[src/rtl/core/fba_pkg.sv]
// Package for the fit block allocator: widths, codes, mode enum, FSM states
// and the structs passed between the cells, the register file and the top.
// No dependencies.
`default_nettype none

package fba_pkg;

    localparam int NUM_BLOCKS = 32;
    localparam int SIZE_BITS  = 16;
    localparam int BLK_W      = $clog2(NUM_BLOCKS);
    localparam int CNT_W      = $clog2(NUM_BLOCKS + 1);

    localparam int IDX_W      = 5;
    localparam int SCAN_W     = 6;
    localparam int MODE_W     = 2;
    localparam int DATA_W     = 32;
    localparam int ADDR_W     = 3;

    localparam logic CMD_LOAD  = 1'b0;
    localparam logic CMD_ALLOC = 1'b1;

    localparam logic REG_FIT_MODE = 1'b0;
    localparam logic REG_BLOCKS   = 1'b1;

    localparam logic [SCAN_W-1:0] BLOCKS_RESET = SCAN_W'(32);

    typedef enum logic [MODE_W-1:0] {
        FIT_FIRST = 2'd0,
        FIT_BEST  = 2'd1,
        FIT_WORST = 2'd2,
        FIT_NEVER = 2'd3
    } fit_mode_t;

    typedef enum logic [1:0] {
        ST_IDLE,
        ST_SCAN,
        ST_DONE
    } state_t;

    typedef struct packed {
        logic                 valid;
        logic [SIZE_BITS-1:0] req;
        logic                 found;
        logic [BLK_W-1:0]     idx;
        logic [SIZE_BITS-1:0] val;
    } probe_t;

    typedef struct packed {
        logic                 en;
        logic [BLK_W-1:0]     idx;
        logic [SIZE_BITS-1:0] data;
    } cell_wr_t;

    typedef struct packed {
        fit_mode_t        mode;
        logic [CNT_W-1:0] scan;
    } cfg_t;

endpackage

`default_nettype wire

[src/rtl/core/fba_if.sv]
// Valid/ready channel interfaces for requests and results.
// Depends on fba_pkg.
`default_nettype none

interface fba_req_if;
    logic                          valid;
    logic                          ready;
    logic                          command;
    logic [fba_pkg::IDX_W-1:0]     load_index;
    logic [fba_pkg::SIZE_BITS-1:0] size;

    modport source (output valid, command, load_index, size, input ready);
    modport sink   (input valid, command, load_index, size, output ready);
endinterface

interface fba_res_if;
    logic                      valid;
    logic                      ready;
    logic                      granted;
    logic [fba_pkg::IDX_W-1:0] granted_block;

    modport source (output valid, granted, granted_block, input ready);
    modport sink   (input valid, granted, granted_block, output ready);
endinterface

`default_nettype wire

[src/rtl/core/fit_block_allocator_unit.sv]
// A load is written at its accepting edge. An allocation's probe walks the
// chain of NUM_BLOCKS cells one cell per cycle, then write-back and the pend
// registers, then the result registers, which stall while a result is unread;
// requests are accepted only in idle. Reset: control and probe registers clear,
// config resets to first fit over 32 blocks; block sizes are undefined until
// loaded. Depends on fba_pkg, fba_if, fba_cell, fba_cfg.
`default_nettype none

module fit_block_allocator_unit (
    input  wire logic                       clk,
    input  wire logic                       rst_n,
    fba_req_if.sink                         request,
    fba_res_if.source                       result,
    input  wire logic                       psel,
    input  wire logic                       penable,
    input  wire logic                       pwrite,
    input  wire logic [fba_pkg::ADDR_W-1:0] paddr,
    input  wire logic [fba_pkg::DATA_W-1:0] pwdata,
    output logic      [fba_pkg::DATA_W-1:0] prdata,
    output logic                            pready
);

    fba_pkg::cfg_t     cfg;
    fba_pkg::cell_wr_t wr;
    fba_pkg::probe_t   probe_head;
    fba_pkg::probe_t   probe_w [0:fba_pkg::NUM_BLOCKS];
    fba_pkg::probe_t   exit_probe;

    fba_pkg::state_t   state_reg;
    fba_pkg::state_t   state_next;

    logic                          req_take;
    logic                          scan_exit;
    logic                          out_load;
    logic                          pend_granted_reg;
    logic [fba_pkg::BLK_W-1:0]     pend_block_reg;
    logic                          res_valid_reg;
    logic                          res_granted_reg;
    logic [fba_pkg::IDX_W-1:0]     res_block_reg;

    fba_cfg u_cfg (
        .clk     (clk),
        .rst_n   (rst_n),
        .psel    (psel),
        .penable (penable),
        .pwrite  (pwrite),
        .paddr   (paddr),
        .pwdata  (pwdata),
        .prdata  (prdata),
        .pready  (pready),
        .cfg     (cfg)
    );

    assign req_take = request.valid && request.ready;

    always_comb
    begin
        probe_head       = '0;
        probe_head.valid = req_take && request.command == fba_pkg::CMD_ALLOC;
        probe_head.req   = request.size;
    end

    assign probe_w[0] = probe_head;

    for (genvar k = 0; k < fba_pkg::NUM_BLOCKS; k++)
    begin : g_cell
        fba_cell u_cell (
            .clk       (clk),
            .rst_n     (rst_n),
            .cell_idx  (fba_pkg::BLK_W'(k)),
            .cfg       (cfg),
            .wr        (wr),
            .probe_in  (probe_w[k]),
            .probe_out (probe_w[k+1])
        );
    end

    assign exit_probe = probe_w[fba_pkg::NUM_BLOCKS];

    always_comb
    begin
        state_next = state_reg;
        case (state_reg)
            fba_pkg::ST_IDLE:
            begin
                if (req_take && request.command == fba_pkg::CMD_ALLOC)
                begin
                    state_next = fba_pkg::ST_SCAN;
                end
            end
            fba_pkg::ST_SCAN:
            begin
                if (exit_probe.valid)
                begin
                    state_next = fba_pkg::ST_DONE;
                end
            end
            fba_pkg::ST_DONE:
            begin
                if (!res_valid_reg || result.ready)
                begin
                    state_next = fba_pkg::ST_IDLE;
                end
            end
            default:
            begin
                state_next = fba_pkg::ST_IDLE;
            end
        endcase
    end

    always_comb
    begin
        request.ready = 1'b0;
        scan_exit     = 1'b0;
        out_load      = 1'b0;
        case (state_reg)
            fba_pkg::ST_IDLE:
            begin
                request.ready = 1'b1;
            end
            fba_pkg::ST_SCAN:
            begin
                scan_exit = exit_probe.valid;
            end
            fba_pkg::ST_DONE:
            begin
                out_load = !res_valid_reg || result.ready;
            end
            default:
            begin
                request.ready = 1'b0;
            end
        endcase
    end

    always_comb
    begin
        wr = '0;
        if (scan_exit && exit_probe.found)
        begin
            wr.en   = 1'b1;
            wr.idx  = exit_probe.idx;
            wr.data = exit_probe.val - exit_probe.req;
        end
        else if (req_take && request.command == fba_pkg::CMD_LOAD
                 && 32'(request.load_index) < fba_pkg::NUM_BLOCKS)
        begin
            wr.en   = 1'b1;
            wr.idx  = fba_pkg::BLK_W'(request.load_index);
            wr.data = request.size;
        end
    end

    always_ff @(posedge clk or negedge rst_n)
    begin
        if (!rst_n)
        begin
            state_reg     <= fba_pkg::ST_IDLE;
            res_valid_reg <= 1'b0;
        end
        else
        begin
            state_reg <= state_next;
            if (out_load)
            begin
                res_valid_reg <= 1'b1;
            end
            else if (result.ready)
            begin
                res_valid_reg <= 1'b0;
            end
        end
    end

    always_ff @(posedge clk)
    begin
        if (scan_exit)
        begin
            pend_granted_reg <= exit_probe.found;
            pend_block_reg   <= exit_probe.found ? exit_probe.idx : '0;
        end
        if (out_load)
        begin
            res_granted_reg <= pend_granted_reg;
            res_block_reg   <= fba_pkg::IDX_W'(pend_block_reg);
        end
    end

    assign result.valid         = res_valid_reg;
    assign result.granted       = res_granted_reg;
    assign result.granted_block = res_block_reg;

`ifndef SYNTHESIS
    a_ready_idle_only: assert property (@(posedge clk) disable iff (!rst_n)
        request.ready |-> state_reg == fba_pkg::ST_IDLE)
        else $error("request ready outside idle");

    a_exit_in_scan: assert property (@(posedge clk) disable iff (!rst_n)
        exit_probe.valid |-> state_reg == fba_pkg::ST_SCAN)
        else $error("probe left chain outside scan");

    a_pick_in_scope: assert property (@(posedge clk) disable iff (!rst_n)
        scan_exit && exit_probe.found
        |-> fba_pkg::CNT_W'(exit_probe.idx) < cfg.scan
            && cfg.mode != fba_pkg::FIT_NEVER
            && exit_probe.val >= exit_probe.req)
        else $error("granted block outside scan range or too small");

    a_no_grant_zero: assert property (@(posedge clk) disable iff (!rst_n)
        result.valid && !result.granted |-> result.granted_block == '0)
        else $error("nonzero block on refused request");

    a_out_follows_done: assert property (@(posedge clk) disable iff (!rst_n)
        out_load |=> result.valid && state_reg == fba_pkg::ST_IDLE)
        else $error("result not presented after scan");
`endif

endmodule

`default_nettype wire

[src/rtl/core/fba_cell.sv]
// One allocator cell: holds one block's remaining size and refines the
// passing search probe before handing it to the next cell. Depends on fba_pkg.
`default_nettype none

module fba_cell (
    input  wire logic                      clk,
    input  wire logic                      rst_n,
    input  wire logic [fba_pkg::BLK_W-1:0] cell_idx,
    input  wire fba_pkg::cfg_t             cfg,
    input  wire fba_pkg::cell_wr_t         wr,
    input  wire fba_pkg::probe_t           probe_in,
    output fba_pkg::probe_t                probe_out
);

    logic [fba_pkg::SIZE_BITS-1:0] value_reg;
    fba_pkg::probe_t               probe_reg;
    fba_pkg::probe_t               probe_next;
    logic                          in_scope;
    logic                          fits;
    logic                          better;
    logic                          take;

    always_comb
    begin
        in_scope = fba_pkg::CNT_W'(cell_idx) < cfg.scan;
        fits     = value_reg >= probe_in.req;
        better   = !probe_in.found
                || (cfg.mode == fba_pkg::FIT_BEST  && value_reg < probe_in.val)
                || (cfg.mode == fba_pkg::FIT_WORST && value_reg > probe_in.val);
        take     = probe_in.valid && in_scope && fits && better
                && cfg.mode != fba_pkg::FIT_NEVER;
        probe_next = probe_in;
        if (take)
        begin
            probe_next.found = 1'b1;
            probe_next.idx   = cell_idx;
            probe_next.val   = value_reg;
        end
    end

    always_ff @(posedge clk or negedge rst_n)
    begin
        if (!rst_n)
        begin
            probe_reg <= '0;
        end
        else
        begin
            probe_reg <= probe_next;
        end
    end

    always_ff @(posedge clk)
    begin
        if (wr.en && wr.idx == cell_idx)
        begin
            value_reg <= wr.data;
        end
    end

    assign probe_out = probe_reg;

endmodule

`default_nettype wire

[src/rtl/core/fba_cfg.sv]
// APB register file for fit mode and scan count; saturates the scan count.
// Depends on fba_pkg.
`default_nettype none

module fba_cfg (
    input  wire logic                       clk,
    input  wire logic                       rst_n,
    input  wire logic                       psel,
    input  wire logic                       penable,
    input  wire logic                       pwrite,
    input  wire logic [fba_pkg::ADDR_W-1:0] paddr,
    input  wire logic [fba_pkg::DATA_W-1:0] pwdata,
    output logic      [fba_pkg::DATA_W-1:0] prdata,
    output logic                            pready,
    output fba_pkg::cfg_t                   cfg
);

    fba_pkg::fit_mode_t             fit_mode_reg;
    logic [fba_pkg::SCAN_W-1:0]     blocks_reg;
    logic                           wr_en;
    logic                           sel;

    assign pready = 1'b1;
    assign sel    = paddr[2];
    assign wr_en  = psel && penable && pwrite && pready;

    always_ff @(posedge clk or negedge rst_n)
    begin
        if (!rst_n)
        begin
            fit_mode_reg <= fba_pkg::FIT_FIRST;
            blocks_reg   <= fba_pkg::BLOCKS_RESET;
        end
        else if (wr_en)
        begin
            if (sel == fba_pkg::REG_FIT_MODE)
            begin
                fit_mode_reg <= fba_pkg::fit_mode_t'(pwdata[fba_pkg::MODE_W-1:0]);
            end
            else
            begin
                blocks_reg <= pwdata[fba_pkg::SCAN_W-1:0];
            end
        end
    end

    always_comb
    begin
        if (sel == fba_pkg::REG_FIT_MODE)
        begin
            prdata = fba_pkg::DATA_W'(fit_mode_reg);
        end
        else
        begin
            prdata = fba_pkg::DATA_W'(blocks_reg);
        end
    end

    always_comb
    begin
        cfg.mode = fit_mode_reg;
        if (32'(blocks_reg) > fba_pkg::NUM_BLOCKS)
        begin
            cfg.scan = fba_pkg::CNT_W'(fba_pkg::NUM_BLOCKS);
        end
        else
        begin
            cfg.scan = fba_pkg::CNT_W'(blocks_reg);
        end
    end

endmodule

`default_nettype wire

[src/flat_wrapper.sv]
// flat-port wrapper written by rule: the top's interface ports become plain ports
module fit_block_allocator_unit_flat 
  (clk, rst_n, psel, penable, pwrite, paddr, pwdata, prdata, pready, request_valid, request_command, request_load_index, request_size, request_ready, result_valid, result_granted, result_granted_block, result_ready);
  fba_req_if request_i ();
  fba_res_if result_i ();
  input  wire logic clk;
  input  wire logic rst_n;
  input  wire logic psel;
  input  wire logic penable;
  input  wire logic pwrite;
  input  wire logic [fba_pkg::ADDR_W-1:0] paddr;
  input  wire logic [fba_pkg::DATA_W-1:0] pwdata;
  output logic      [fba_pkg::DATA_W-1:0] prdata;
  output logic pready;
  input wire logic [$bits(request_i.valid)-1:0] request_valid;
  input wire logic [$bits(request_i.command)-1:0] request_command;
  input wire logic [$bits(request_i.load_index)-1:0] request_load_index;
  input wire logic [$bits(request_i.size)-1:0] request_size;
  output wire logic [$bits(request_i.ready)-1:0] request_ready;
  output wire logic [$bits(result_i.valid)-1:0] result_valid;
  output wire logic [$bits(result_i.granted)-1:0] result_granted;
  output wire logic [$bits(result_i.granted_block)-1:0] result_granted_block;
  input wire logic [$bits(result_i.ready)-1:0] result_ready;
  assign request_i.valid = request_valid;
  assign request_i.command = request_command;
  assign request_i.load_index = request_load_index;
  assign request_i.size = request_size;
  assign request_ready = request_i.ready;
  assign result_valid = result_i.valid;
  assign result_granted = result_i.granted;
  assign result_granted_block = result_i.granted_block;
  assign result_i.ready = result_ready;
  fit_block_allocator_unit u_core (.clk(clk), .rst_n(rst_n), .request(request_i), .result(result_i), .psel(psel), .penable(penable), .pwrite(pwrite), .paddr(paddr), .pwdata(pwdata), .prdata(prdata), .pready(pready));
endmodule
[config.mk]
export PLATFORM = sky130hd
export DESIGN_NAME = fit_block_allocator_unit_flat
export DESIGN_NICKNAME = d
export VERILOG_FILES = /design/src/rtl/core/fba_pkg.sv /design/src/rtl/core/fba_if.sv /design/src/rtl/core/fit_block_allocator_unit.sv /design/src/rtl/core/fba_cell.sv /design/src/rtl/core/fba_cfg.sv /design/src/flat_wrapper.sv
export SDC_FILE = /design/constraint.sdc
export NUM_CORES = 2
export LEC_CHECK = 0
export BUFFER_PORTS_ARGS = -buffer_cell sky130_fd_sc_hd__buf_2
export CAP_MARGIN = 20
export CELL_PAD_IN_SITES_DETAIL_PLACEMENT = 1
export CELL_PAD_IN_SITES_GLOBAL_PLACEMENT = 1
export CORE_AREA = 5 5 456 458
export CTS_BUF_LIST = sky130_fd_sc_hd__clkbuf_16
export DETAILED_ROUTE_END_ITERATION = 8
export DIE_AREA = 0 0 461 463
export GPL_TIMING_DRIVEN = 1
export PLACE_DENSITY_LB_ADDON = 0.1
export SYNTH_ARGS = -nofsm -noshare
export SYNTH_HDL_FRONTEND = slang
export SYNTH_SLANG_ARGS = --single-unit
[constraint.sdc]
create_clock -name clk -period 8.8 [get_ports clk]
set_clock_uncertainty 0.2 [all_clocks]
set_input_delay 1.76 -clock clk [delete_from_list [all_inputs] [get_ports clk]]
set_output_delay 1.76 -clock clk [all_outputs]
set_load 0.02 [all_outputs]
==> impl_table.tex <==
\begin{tabular}{lr}
\hline
Metric & Value \\
\hline
\multicolumn{2}{l}{\textbf{Drt}} \\
\quad Via count of the routed design & 49.0k \\
\quad Total routed wirelength & 223000 um \\
\quad Routed length per placed instance & 23.4 um \\
\quad Initial DRC count & 2621 \\
\quad Avg Vias per Cell & 5.13 \\
\quad DR DRC count & 0 \\
\quad Number of nets still failing antenna checks after routing & 0 \\
\quad TritonRoute pass-1 iters & 6 \\
\multicolumn{2}{l}{\textbf{Final layout}} \\
\quad Share of the core filled with cells & 44.9\% \\
\quad Filler Cell Count & 21.0k \\
\quad Post-route non-filler standard cell count & 9545 \\
\quad Largest register FFs & 1217 \\
\quad Share of layout cells above drive strength 1 & 15.0\% \\
\quad Layout Area Growth over Synthesis & 13.0\% \\
\quad Count of nets after finishing & 7768 \\
\multicolumn{2}{l}{\textbf{Synthesis}} \\
\quad Post-Syn Area per Cell & 12.6 um\^{}2 \\
\quad Cell types with the largest area share after synthesis & sky130\_fd\_sc\_hd\_\_dfrtp\_1 38\%, sky130\_fd\_sc\_hd\_\_edfxtp\_1 19\%, sky130\_fd\_sc\_hd\_\_ha\_1 16\% \\
\quad Post-synthesis cell type count & 82 \\
\quad Leading register cell type out of synthesis & sky130\_fd\_sc\_hd\_\_dfrtp\_1 \\
\quad Share of the yosys chip area belonging to registers & 57.4\% \\
\quad Synth warn & 0 \\
\quad Yosys top cell by area & sky130\_fd\_sc\_hd\_\_dfrtp\_1 \\
\quad Async SR Flop Fraction & 70.1\% \\
\quad Proportion of netlist area held by the largest area contributor & 37.9\% \\
\quad Number of synthesized register bits & 1752 \\
\quad Post-Synthesis Cells & 6415 \\
\quad Cell area after synthesis & 80900 um\^{}2 \\
\quad Count of flip-flops with a built-in enable after synthesis & 524 \\
\multicolumn{2}{l}{\textbf{Timing}} \\
\quad Max\_slew headroom & 26.7\% \\
\quad Final max-slew violation count & 0 \\
\quad Post-layout min period & 4660 ps \\
\quad Setup repair after global routing missed its margin & no \\
\quad Final hold violation count & 0 \\
\quad Total Negative Setup Slacks & 0 ps \\
\quad Top achievable clock speed & 0.215 GHz \\
\quad Slew at the pin closest to its max-slew limit & 1100 ps \\
\quad Final setup violation count & 0 \\
\quad Period utilization & 52.9\% \\
\quad Worst path setup slack after routing & 4140 ps \\
\multicolumn{2}{l}{\textbf{Place}} \\
\quad Worst setup timing slack at the placement stage & 3940 ps \\
\quad Routability congestion estimate & 0.827 \\
\quad Placed cells & 9168 \\
\quad Detailed placement HPWL & 167000 um \\
\quad Number of port buffers & 49 \\
\multicolumn{2}{l}{\textbf{Power and ir drop}} \\
\quad Static Leakage & 40.9 nW \\
\quad Power density over cell area & 190 nW/um\^{}2 \\
\quad Overall power consumption & 17.3 mW \\
\quad Peak supply drop & 0.223 mV \\
\multicolumn{2}{l}{\textbf{GRT}} \\
\quad Number of global-route vias before repair & 54.1k \\
\quad M2 GR Usage & 33.9\% \\
\quad Residual overflow from global routing & 0 \\
\quad Initial antenna violation count & 10 \\
\quad Met3 track demand over resource & 3.30\% \\
\quad Busiest layer in global routing & met2 \\
\quad Pin count of the biggest net entering global routing & 173 \\
\quad Total global-route track usage & 21.1\% \\
\quad Global-route wire length before repair & 342000 um \\
\quad M1 GR Usage & 30.0\% \\
\multicolumn{2}{l}{\textbf{Clock tree}} \\
\quad Number of setup buffers added after CTS & 0 \\
\quad Post-CTS Hold Fix Bufs & 0 \\
\quad \# H-tree levels & 4 \\
\quad Number of clock sinks seen by CTS & 1752 \\
\quad Number of buffers added by the clock tree synthesis step & 195 \\
\quad TritonCTS clock tree & built \\
\quad Number of gates resized after CTS & 0 \\
\quad Buffers from clock root to sink, at most & 3 \\
\quad Root cell of the clock tree & sky130\_fd\_sc\_hd\_\_clkbuf\_16 \\
\quad Clock transition at the registers of the reported paths & 60 ps \\
\quad Clock latency of the later-clocked register in the worst-skew pair & 830 ps \\
\multicolumn{2}{l}{\textbf{Worst setup path}} \\
\quad Req. time, crit path & 6840 ps \\
\quad CP arrival & 2700 ps \\
\quad Setup CP Type & input port to primary output \\
\quad Start point of the critical path & paddr[2] \\
\quad Launch instance of the worst register-to-register path & u\_core.g\_cell[25].u\_cell.value\_reg[14] \\
\quad CP startpoint kind & input port \\
\quad Nature of the critical path endpoint & primary output \\
\quad Worst-path maximum fanout & 8 \\
\multicolumn{2}{l}{\textbf{Floorplanning}} \\
\quad Die height & 463 um \\
\quad Die outline width & 461 um \\
\quad Std-Cell Core Area & 204000 um\^{}2 \\
\quad Std cell rows & 166 \\
\quad Top-Level Pins & 105 \\
\quad Initial cell density of the core & 39.8\% \\
\quad Area of the die & 213000 um\^{}2 \\
\multicolumn{2}{l}{\textbf{Min path}} \\
\quad Class of the worst hold path & flop to flop \\
\quad Worst hold start & u\_core.g\_cell[27].u\_cell.probe\_out[34] \\
\multicolumn{2}{l}{\textbf{Run status}} \\
\quad Outcome & complete, no violations \\
\multicolumn{2}{l}{\textbf{Run}} \\
\quad Maximum capacitance violations & 0 \\
\hline
\end{tabular}
path summary, 6_finish.rpt:
kind | end | slack (ps) | cells after the start
setup reg to reg | u_core.g_cell[25].u_cell.probe_out[2] | 4590 | 9
max in group asynchronous | u_core.g_cell[19].u_cell.probe_out[16] | 5760 | 3
hold / removal | u_core.g_cell[28].u_cell.probe_out[34] | 170 | 0
hold reg to reg | u_core.g_cell[28].u_cell.probe_out[34] | 170 | 0
min in group asynchronous | u_core.g_cell[30].u_cell.probe_out[24] | 610 | 1
setup / recovery | prdata[0] | 4140 | 3
area by class of cell:
type | count | area, um^2 | share of cell area (%)
sequential | 1752 | 46500 | 50.8
multi-input combinational | 3575 | 30400 | 33.3
clock buffer | 206 | 5150 | 5.64
inverter | 1006 | 3780 | 4.13
tap | 2688 | 3360 | 3.68
clock inverter | 162 | 1170 | 1.28
timing repair buffer | 150 | 1100 | 1.20
antenna | 6 | 15.0 | 0.0164
kinds of logic (layout without fill, tap and decap cells):
kind of cell,after synthesis,after routing,share of synthesized area [%]
DFF,1752,1752,57.4
buffers and inverters,1113,1524,5.43
and+or+nand+nor,1057,1057,6.87
adders and majority gates,1024,1024,15.8
AOI/OAI and AO/OA,960,960,7.36
muxes,493,493,6.92
xor gates and xnor gates,14,14,0.152
other,2,33,0.00928
placed cells by master (no fill, tap or decap), types with 13 or more instances in the layout:
master and count:
sky130_fd_sc_hd__dfrtp_1 1227, sky130_fd_sc_hd__inv_1 1052, sky130_fd_sc_hd__ha_1 1023, sky130_fd_sc_hd__edfxtp_1 524
sky130_fd_sc_hd__mux2_2 470, sky130_fd_sc_hd__a21oi_1 387, sky130_fd_sc_hd__nand2_1 250, sky130_fd_sc_hd__clkbuf_16 206
sky130_fd_sc_hd__o21ai_0 182, sky130_fd_sc_hd__nand4_1 145, sky130_fd_sc_hd__nor2_1 138, sky130_fd_sc_hd__nand3_1 125
sky130_fd_sc_hd__a21o_1 100, sky130_fd_sc_hd__nor2b_1 95, sky130_fd_sc_hd__buf_4 91, sky130_fd_sc_hd__or2_2 78
sky130_fd_sc_hd__nand2b_1 60, sky130_fd_sc_hd__clkinv_1 52, sky130_fd_sc_hd__buf_2 48, sky130_fd_sc_hd__o211ai_1 46
sky130_fd_sc_hd__and2_1 33, sky130_fd_sc_hd__or4_1 33, sky130_fd_sc_hd__clkinv_2 31, sky130_fd_sc_hd__a31oi_1 30
sky130_fd_sc_hd__a221oi_1 28, sky130_fd_sc_hd__conb_1 27, sky130_fd_sc_hd__nor3b_1 24, sky130_fd_sc_hd__nor3_1 23
sky130_fd_sc_hd__a211oi_1 23, sky130_fd_sc_hd__a211o_1 16, sky130_fd_sc_hd__mux2_4 15, sky130_fd_sc_hd__bufinv_16 15
sky130_fd_sc_hd__o22ai_4 14, sky130_fd_sc_hd__o41ai_1 13
cell usage after synthesis (all sizes together) (79+ instances only):
library cell  count
dfrtp          1227
ha             1023
inv            1005
edfxtp          524
mux2            490
a21oi           395
nand2           251
o21ai           185
nand4           145
nor2            141
nand3           125
a21o            100
nor2b            96
buf              86
or2              79
power breakdown:
| part | switching (mW) | internal [mW] | total, mW |
|---|---|---|---|
| Sequential | 0.129 | 8.48 | 8.61 |
| Clock | 3.37 | 4.65 | 8.02 |
| Combinational | 0.500 | 0.210 | 0.710 |
worst max-delay path, stage by stage:
cell and delay, ps:
sky130_fd_sc_hd__buf_2 230, sky130_fd_sc_hd__mux2_2 500, sky130_fd_sc_hd__buf_2 210
per-layer routing:
metal / vias to the layer above / part of all wire [%]
li1: 22974 / -
met1: 25092 / 48
met2: 641 / 46
met3: 277 / 3.6
met4: 2 / 2.5
met5: - / 0.0031
per-stage QoR:
step	instance area [um^2]	hold slack (ps)
3_5_place_dp	85100	160
5_1_grt	91500	183
6_report	91500	167
2_1_floorplan	81000	153
3_3_place_gp	85100	158
4_1_cts	91400	164
(Power assumes the default switching activity.)
